--- config.mk ---
export PLATFORM = sky130hd
export DESIGN_NAME = indexed_store_selection_sort_flat
export DESIGN_NICKNAME = d
export VERILOG_FILES = /design/src/hw/rtl/isss_pkg.sv /design/src/hw/rtl/isss_if.sv /design/src/hw/rtl/isss_store.sv /design/src/hw/rtl/indexed_store_selection_sort.sv /design/src/flat_wrapper.sv
export SDC_FILE = /design/constraint.sdc
export NUM_CORES = 1
export LEC_CHECK = 0
export BUFFER_PORTS_ARGS = -buffer_cell sky130_fd_sc_hd__buf_2
export CELL_PAD_IN_SITES_DETAIL_PLACEMENT = 0
export CELL_PAD_IN_SITES_GLOBAL_PLACEMENT = 2
export CORE_MARGIN = 2
export CORE_UTILIZATION = 47
export DETAILED_ROUTE_END_ITERATION = 8
export PLACE_DENSITY_LB_ADDON = 0.1
export SLEW_MARGIN = 20
export SYNTH_ARGS = -nofsm -noshare
export SYNTH_HDL_FRONTEND = slang
export SYNTH_HIERARCHICAL = 1
export SYNTH_SLANG_ARGS = --single-unit
export TNS_END_PERCENT = 30
--- constraint.sdc ---
create_clock -name clk -period 6.2 [get_ports clk]
set_input_delay 1.55 -clock clk [delete_from_list [all_inputs] [get_ports clk]]
set_output_delay 1.55 -clock clk [all_outputs]
set_load 0.01 [all_outputs]
--- src/hw/rtl/isss_pkg.sv ---
package isss_pkg;

  localparam int DATA_W = 32;
  localparam int IDX_W  = 4;
  localparam int TYPE_W = 2;

  // Request kinds
  localparam logic [TYPE_W-1:0] REQ_WRITE = 2'd0;
  localparam logic [TYPE_W-1:0] REQ_READ  = 2'd1;
  localparam logic [TYPE_W-1:0] REQ_SORT  = 2'd2;

  // Status codes
  localparam logic STATUS_OK    = 1'b0;
  localparam logic STATUS_RANGE = 1'b1;

  typedef struct packed {
    logic              rd_en;
    logic              wr_en;
    logic [DATA_W-1:0] wr_data;
  } store_cmd_t;

endpackage

--- src/hw/rtl/isss_if.sv ---
interface isss_req_if
  import isss_pkg::*;
();
  logic                     valid;
  logic                     ready;
  logic [TYPE_W-1:0]        req_type;
  logic [IDX_W-1:0]         index;
  logic signed [DATA_W-1:0] value;

  modport source (output valid, req_type, index, value, input ready);
  modport sink   (input valid, req_type, index, value, output ready);
endinterface

interface isss_rsp_if
  import isss_pkg::*;
();
  logic                     valid;
  logic                     ready;
  logic signed [DATA_W-1:0] read_data;
  logic                     status;

  modport source (output valid, read_data, status, input ready);
  modport sink   (input valid, read_data, status, output ready);
endinterface

--- src/hw/rtl/isss_store.sv ---
module isss_store
  import isss_pkg::*;
#(
  parameter int SIZE = 8
) (
  input  logic                       clk,
  input  logic                       rst,
  input  store_cmd_t                 cmd,
  input  logic [$clog2(SIZE)-1:0]    rd_addr,
  input  logic [$clog2(SIZE)-1:0]    wr_addr,
  output logic signed [DATA_W-1:0]   rd_data
);

  logic [DATA_W-1:0] ram [SIZE];
  logic [SIZE-1:0]   written;
  logic [DATA_W-1:0] ram_q;
  logic              written_q;

  always_ff @(posedge clk) begin
    if (cmd.wr_en) begin
      ram[wr_addr] <= cmd.wr_data;
    end
    if (cmd.rd_en) begin
      ram_q     <= ram[rd_addr];
      written_q <= written[rd_addr];
    end
  end

  // An entry never written since reset reads as zero
  always_ff @(posedge clk) begin
    if (rst) begin
      written <= '0;
    end else if (cmd.wr_en) begin
      written[wr_addr] <= 1'b1;
    end
  end

  assign rd_data = written_q ? $signed(ram_q) : '0;

endmodule

--- src/hw/rtl/indexed_store_selection_sort.sv ---
// Channel  Dir  Payload                         Transfer when
// -------  ---  ------------------------------  ------------------------
// req      in   req_type[1:0] index[3:0]        req.valid && req.ready
//               value[31:0] signed
// rsp      out  read_data[31:0] signed status   rsp.valid && rsp.ready
//
// Write, type-3 and out-of-range read requests load the result from idle; an
// in-range read registers the memory word and loads it from the read-return
// state. A sort holds the block for one memory read per scanned entry and two
// swap writes per position. The single write port of the store splits each
// swap into those two writes.
// Reset (rst, synchronous) empties the output register, returns to idle and
// clears the per-entry written flags so every element reads as zero.
// req.ready is high in idle while the output register is empty or drains in
// the same cycle; a stalled rsp holds its result and blocks further requests.
module indexed_store_selection_sort
  import isss_pkg::*;
#(
  parameter int SIZE = 8
) (
  input  logic       clk,
  input  logic       rst,
  isss_req_if.sink   req,
  isss_rsp_if.source rsp
);

  localparam int AW = $clog2(SIZE);
  localparam logic [AW-1:0] LAST      = AW'(SIZE - 1);
  localparam logic [AW-1:0] LAST_POS  = AW'(SIZE - 2);

  localparam logic [2:0] ST_IDLE  = 3'd0;
  localparam logic [2:0] ST_RDRET = 3'd1;
  localparam logic [2:0] ST_SCAN  = 3'd2;
  localparam logic [2:0] ST_SWAP1 = 3'd3;
  localparam logic [2:0] ST_SWAP2 = 3'd4;

  logic [2:0]               state;
  logic [AW-1:0]            pos;        // position being filled
  logic [AW-1:0]            rd_ptr;     // next scan address to read
  logic                     scan_issue; // scan reads still to issue
  logic                     rd_vld;     // read data returns this cycle
  logic [AW-1:0]            rd_idx;     // address of returning data
  logic signed [DATA_W-1:0] best_val;
  logic [AW-1:0]            best_idx;
  logic signed [DATA_W-1:0] held;       // original word at pos
  logic                     out_valid;
  logic signed [DATA_W-1:0] out_data;
  logic                     out_status;

  store_cmd_t               cmd;
  logic [AW-1:0]            rd_addr;
  logic [AW-1:0]            wr_addr;
  logic signed [DATA_W-1:0] rd_data;

  logic                     req_xfer;
  logic                     in_range;
  logic [AW-1:0]            req_addr;

  isss_store #(.SIZE(SIZE)) u_store (
    .clk     (clk),
    .rst     (rst),
    .cmd     (cmd),
    .rd_addr (rd_addr),
    .wr_addr (wr_addr),
    .rd_data (rd_data)
  );

  // Accept only in idle, and only when the output register will be free
  assign req.ready = (state == ST_IDLE) && (!out_valid || rsp.ready);
  assign req_xfer  = req.valid && req.ready;
  assign in_range  = {1'b0, req.index} < (IDX_W + 1)'(SIZE);
  assign req_addr  = req.index[AW-1:0];

  assign rsp.valid     = out_valid;
  assign rsp.read_data = out_data;
  assign rsp.status    = out_status;

  // Drive the store: request accesses in idle, scan reads and swap writes
  always_comb begin
    cmd.rd_en   = 1'b0;
    cmd.wr_en   = 1'b0;
    cmd.wr_data = req.value;
    rd_addr     = req_addr;
    wr_addr     = req_addr;
    case (state)
      ST_IDLE: begin
        if (req_xfer && in_range) begin
          cmd.wr_en = (req.req_type == REQ_WRITE);
          cmd.rd_en = (req.req_type == REQ_READ);
        end
      end
      ST_SCAN: begin
        cmd.rd_en = scan_issue;
        rd_addr   = rd_ptr;
      end
      ST_SWAP1: begin
        cmd.wr_en   = 1'b1;
        wr_addr     = pos;
        cmd.wr_data = best_val;
      end
      ST_SWAP2: begin
        cmd.wr_en   = 1'b1;
        wr_addr     = best_idx;
        cmd.wr_data = held;
      end
      default: begin
        cmd.rd_en = 1'b0;
      end
    endcase
  end

  // Payload registers of the sort datapath
  always_ff @(posedge clk) begin
    rd_idx <= rd_ptr;
    if (state == ST_IDLE) begin
      pos    <= '0;
      rd_ptr <= '0;
    end
    if (state == ST_SCAN) begin
      if (scan_issue && rd_ptr != LAST) begin
        rd_ptr <= rd_ptr + 1'b1;
      end
      if (rd_vld) begin
        if (rd_idx == pos) begin
          // first word of the pass: seed the maximum, hold the original
          best_val <= rd_data;
          best_idx <= pos;
          held     <= rd_data;
        end else if (rd_data > best_val) begin
          // strict compare keeps the first maximum
          best_val <= rd_data;
          best_idx <= rd_idx;
        end
      end
    end
    if (state == ST_SWAP2 && pos != LAST_POS) begin
      pos    <= pos + 1'b1;
      rd_ptr <= pos + 1'b1;
    end
  end

  // Control state and output register
  always_ff @(posedge clk) begin
    if (rst) begin
      state      <= ST_IDLE;
      scan_issue <= 1'b0;
      rd_vld     <= 1'b0;
      out_valid  <= 1'b0;
    end else begin
      rd_vld <= (state == ST_SCAN) && scan_issue;
      // drop the result once the sink takes it; a new result may load below
      if (out_valid && rsp.ready) begin
        out_valid <= 1'b0;
      end
      case (state)
        ST_IDLE: begin
          if (req_xfer) begin
            case (req.req_type)
              REQ_WRITE: begin
                out_valid  <= 1'b1;
                out_data   <= '0;
                out_status <= in_range ? STATUS_OK : STATUS_RANGE;
              end
              REQ_READ: begin
                if (in_range) begin
                  state <= ST_RDRET;
                end else begin
                  out_valid  <= 1'b1;
                  out_data   <= '0;
                  out_status <= STATUS_RANGE;
                end
              end
              REQ_SORT: begin
                scan_issue <= 1'b1;
                state      <= ST_SCAN;
              end
              default: begin
                out_valid  <= 1'b1;
                out_data   <= '0;
                out_status <= STATUS_OK;
              end
            endcase
          end
        end
        ST_RDRET: begin
          out_valid  <= 1'b1;
          out_data   <= rd_data;
          out_status <= STATUS_OK;
          state      <= ST_IDLE;
        end
        ST_SCAN: begin
          if (scan_issue && rd_ptr == LAST) begin
            scan_issue <= 1'b0;
          end
          if (rd_vld && rd_idx == LAST) begin
            state <= ST_SWAP1;
          end
        end
        ST_SWAP1: begin
          state <= ST_SWAP2;
        end
        ST_SWAP2: begin
          if (pos == LAST_POS) begin
            out_valid  <= 1'b1;
            out_data   <= '0;
            out_status <= STATUS_OK;
            state      <= ST_IDLE;
          end else begin
            scan_issue <= 1'b1;
            state      <= ST_SCAN;
          end
        end
        default: begin
          state <= ST_IDLE;
        end
      endcase
    end
  end

endmodule
--- src/flat_wrapper.sv ---
// flat-port wrapper written by rule: the top's interface ports become plain ports
module indexed_store_selection_sort_flat import isss_pkg::*;
#(
  parameter int SIZE = 8
)
  (clk, rst, req_valid, req_req_type, req_index, req_value, req_ready, rsp_valid, rsp_read_data, rsp_status, rsp_ready);
  isss_req_if req_i ();
  isss_rsp_if rsp_i ();
  input  logic clk;
  input  logic rst;
  input wire logic [$bits(req_i.valid)-1:0] req_valid;
  input wire logic [$bits(req_i.req_type)-1:0] req_req_type;
  input wire logic [$bits(req_i.index)-1:0] req_index;
  input wire logic [$bits(req_i.value)-1:0] req_value;
  output wire logic [$bits(req_i.ready)-1:0] req_ready;
  output wire logic [$bits(rsp_i.valid)-1:0] rsp_valid;
  output wire logic [$bits(rsp_i.read_data)-1:0] rsp_read_data;
  output wire logic [$bits(rsp_i.status)-1:0] rsp_status;
  input wire logic [$bits(rsp_i.ready)-1:0] rsp_ready;
  assign req_i.valid = req_valid;
  assign req_i.req_type = req_req_type;
  assign req_i.index = req_index;
  assign req_i.value = req_value;
  assign req_ready = req_i.ready;
  assign rsp_valid = rsp_i.valid;
  assign rsp_read_data = rsp_i.read_data;
  assign rsp_status = rsp_i.status;
  assign rsp_i.ready = rsp_ready;
  indexed_store_selection_sort #(.SIZE(SIZE)) u_core (.clk(clk), .rst(rst), .req(req_i), .rsp(rsp_i));
endmodule
==> results.toml <==
[status]
status = "finished clean"

[global_route]
grt-ovfl-total = 0
grt_pass1_wl_um = 56500
grt_antenna_before_repair = 0
first_global_vias = 9001
track_usage_pct = 21.1
grt_max_degree = 39

[route]
wl_per_cell_um = 24.2
viasPerCell = 5.63
drcViolationCount = 0
drt-pass1-iter-count = 4
drt_iter0_markers = 598
wl_um = 37800
num_vias = 8796
ant_nets = 0

[placement]
hpwl_um = 23200
placed_cell_area_um2 = 17800
portBuffers = 76
gp_congestion = 0.751

[final_layout]
drive_above_1_share_pct = 24.9
final_nets = 1148
fin_util_pct = 54.6
num-fill-cells = 2872
n_antenna_cell = 0
final_area_um2 = 19300
syn_to_final_growth_pct = 15.1

[power]
p_leak_nw = 6.99
ir_drop_uv = 199
p_int_w = 0.00484
clkPwrFrac_pct = 44.7
total_power_w = 0.00603
p_comb_share_pct = 4.2
seqPwrFrac_pct = 51.0
power.net_switching_w = 0.00119
pwr_density_cell_nw_per_um2 = 312
p_sw_share_pct = 19.7

[job]
drv_cap = 0

[timing]
finalHoldViolations = 0
final_max_slew_viol_count = 0
period_share_pct = 67.6
fin_tns_setup_ps = 0
max_clock_freq_mhz = 239
skew_ps = 16.9
tightest_slew_ps = 1080
holdWs_ps = 385
relSlewSlack_pct = 28.0
timing.final.crit_period_ps = 4190
setup_viol = 0
rsz0062_at_grt = "no"

[floorplanning]
core_area_um2 = 35400
placementRows = 69
die_area_um2 = 37300
initial_core_util_pct = 47.4
die-height_um = 193
top_level_ports = 77
chipWidth_um = 193

[setup_path]
slowest_stage = "edfxtp_1"
worstPathCellList = "buf_4 > and2_1 > ha_1 > a211oi_1 > a211oi_1 > a2111oi_2 > o21ai_1 > a2111oi_2 > mux2i_1 > nand2_2 > buf_4"
crit_required_ps = 6390
timing.rr.end = "u_core/best_val[7]"
cp-start-kind = "flip-flop"
crit_arrival_ps = 4380
cp_max_fo = 18
r2r-start = "u_core/u_store/written_q"
rrSetupSlack_ps = 2010
reg2reg_depth = 11
path_class = "reg2reg"
max_stage_delay_ps = 670
cp-end-kind = "flip-flop"

[cts]
post_cts_resized = 0
hold_buffers = 0
cts.path.max_buffers = 3
cts_max_level = 2
cts_sinks = 412
clock_latency_ps = 530
clk_pin_slew_ps = 60
postCtsSetupBuffers = 0
numCtsBuffers = 44
cts_root_buf = "clkbuf_16"
cts_tree = "yes"

[synthesis]
synth_edf_count = 392
synth_cell_types = 52
synth-seq-cells = 412
yosysSeqAreaShare_pct = 72.5
synthCells = 961
async_flop_share_pct = 0
yosysWarnings = 6
syn-cell-area_um2 = 16800
synth_fp_nets = 1042
ys.flop_type = "edfxtp_1"
avgSynthCellArea_um2 = 17.5

[hold_path]
min_path_cells = 0
whs_endpoint = "u_core/rd_idx[2]"
hp-class = "reg2reg"
min-delay-start = "u_core/rd_ptr[2]"
-- synthesized netlist by cell type, drive strengths merged, types with 4 or more instances --
cell type,count,area [µm²]
dfxtp,20,400
a21oi,23,115
o21ai,10,50.0
inv,52,195
buf,22,145
and2,64,400
a211oi,4,30.0
mux2,36,405
nand2,96,360
edfxtp,392,11800
nor3,5,25.0
nor2,18,70.1
a22oi,35,263
a21o,4,30.0
clkbuf,20,75.1
nand4,8,50.1
nand3,6,30.0
mux4,66,1530
ha,39,488
-- worst max-delay path: cells and delay by family (launching register included) --
kind	cells	cell delay, ps
buffers and inverters	2	800
DFF	1	670
adders and majority gates	1	280
AOI/OAI and AO/OA	5	1220
muxes	1	140
and+or+nand+nor	2	720
-- final cells by class --
type                    instances  area (µm²)  area share, %
well taps                     461         577           2.99
clock buffers                  54        1160           6.00
repair buffers                102         621           3.21
inverters                      52         195           1.01
flip-flops and latches        412       12200           63.0
multi-input cells             455        4260           22.1
clock inverters                27         334           1.73
-- metal layers --
layer | track usage (%) | wire length [µm] | vias to the layer above
met5 | 0 | 0 | -
met4 | 5.13 | 727 | 0
met3 | 2.90 | 1510 | 44
met2 | 35.3 | 18600 | 179
met1 | 29.5 | 17000 | 4611
li1 | - | - | 3962
-- cell usage in the layout (no fill, tap or decap), types with 3 or more instances in the layout --
| cell | synthesis | layout |
|---|---|---|
| a211oi_1 | 4 | 4 |
| a21o_1 | 4 | 4 |
| a21oi_1 | 23 | 23 |
| a22oi_1 | 35 | 35 |
| and2_1 | 64 | 64 |
| buf_2 | 14 | 76 |
| buf_4 | 0 | 23 |
| bufinv_16 | 0 | 8 |
| clkbuf_1 | 20 | 9 |
| clkbuf_16 | 0 | 45 |
| clkinv_1 | 0 | 7 |
| clkinv_2 | 0 | 10 |
| dfxtp_1 | 20 | 20 |
| edfxtp_1 | 392 | 392 |
| ha_1 | 39 | 39 |
| inv_1 | 52 | 52 |
| mux2_2 | 36 | 35 |
| mux4_1 | 11 | 11 |
| mux4_2 | 55 | 55 |
| nand2_1 | 96 | 95 |
| nand2b_1 | 3 | 3 |
| nand3_1 | 6 | 6 |
| nand4_1 | 8 | 8 |
| nand4b_1 | 3 | 3 |
| nand4bb_1 | 3 | 3 |
| nor2_1 | 17 | 13 |
| nor2_4 | 0 | 4 |
| nor3_1 | 5 | 4 |
| o21ai_0 | 9 | 9 |
| xor2_1 | 3 | 3 |
-- worst max-delay path by stage --
stage / start / endpoint / slack (ps) / cells after the start
after floorplan: u_core/state[0] / u_core/best_idx[0] / 790 / 6
after global placement: rsp_ready / u_core/u_store/ram[0][19] / 1880 / 10
after detailed placement: rsp_ready / u_core/u_store/ram[0][19] / 1910 / 10
after CTS: u_core/u_store/written_q / u_core/best_val[7] / 1970 / 11
after global routing: u_core/u_store/written_q / u_core/best_val[7] / 1570 / 11
final: u_core/u_store/written_q / u_core/best_val[7] / 2010 / 11
-- state kept, by name (all words and copies together) (netlist names) --
name	cells
u_core/best_idx	3
u_core/best_val	32
u_core/held	32
u_core/pos	3
u_core/rd_idx	3
u_core/rd_ptr	3
u_core/rd_vld	1
u_core/rsp.read_data	32
u_core/rsp.status	1
u_core/rsp.valid	1
u_core/scan_issue	1
u_core/state	3
u_core/u_store/ram	256
u_core/u_store/ram_q	32
u_core/u_store/written	8
u_core/u_store/written_q	1
-- kinds of logic after synthesis --
logic type | Yosys count | synth area share [%]
simple gates | 220 | 6.70
fa+ha+maj | 39 | 2.91
compound gates | 88 | 3.58
buf+inv | 94 | 2.47
mux | 104 | 11.6
xor+xnor | 4 | 0.209
flops | 412 | 72.5
-- stage by stage --
stage | instances | setup slack [ps]
final | 1563 | 2010
after CTS | 1563 | 1970
after global placement | 1481 | 1880
after floorplan | 961 | 788
after global routing | 1563 | 1570
after detailed placement | 1482 | 1910
-- power by group through the flow --
stage	clock, W	combinational, W	sequential [W]
after floorplan	0	0.000179	0.00313
after global placement	0	0.000259	0.00313
after detailed placement	0	0.000260	0.00314
after CTS	0.00277	0.000262	0.00308
after global routing	0.00287	0.000283	0.00308
final	0.00270	0.000256	0.00308
(Power assumes the default switching activity.)
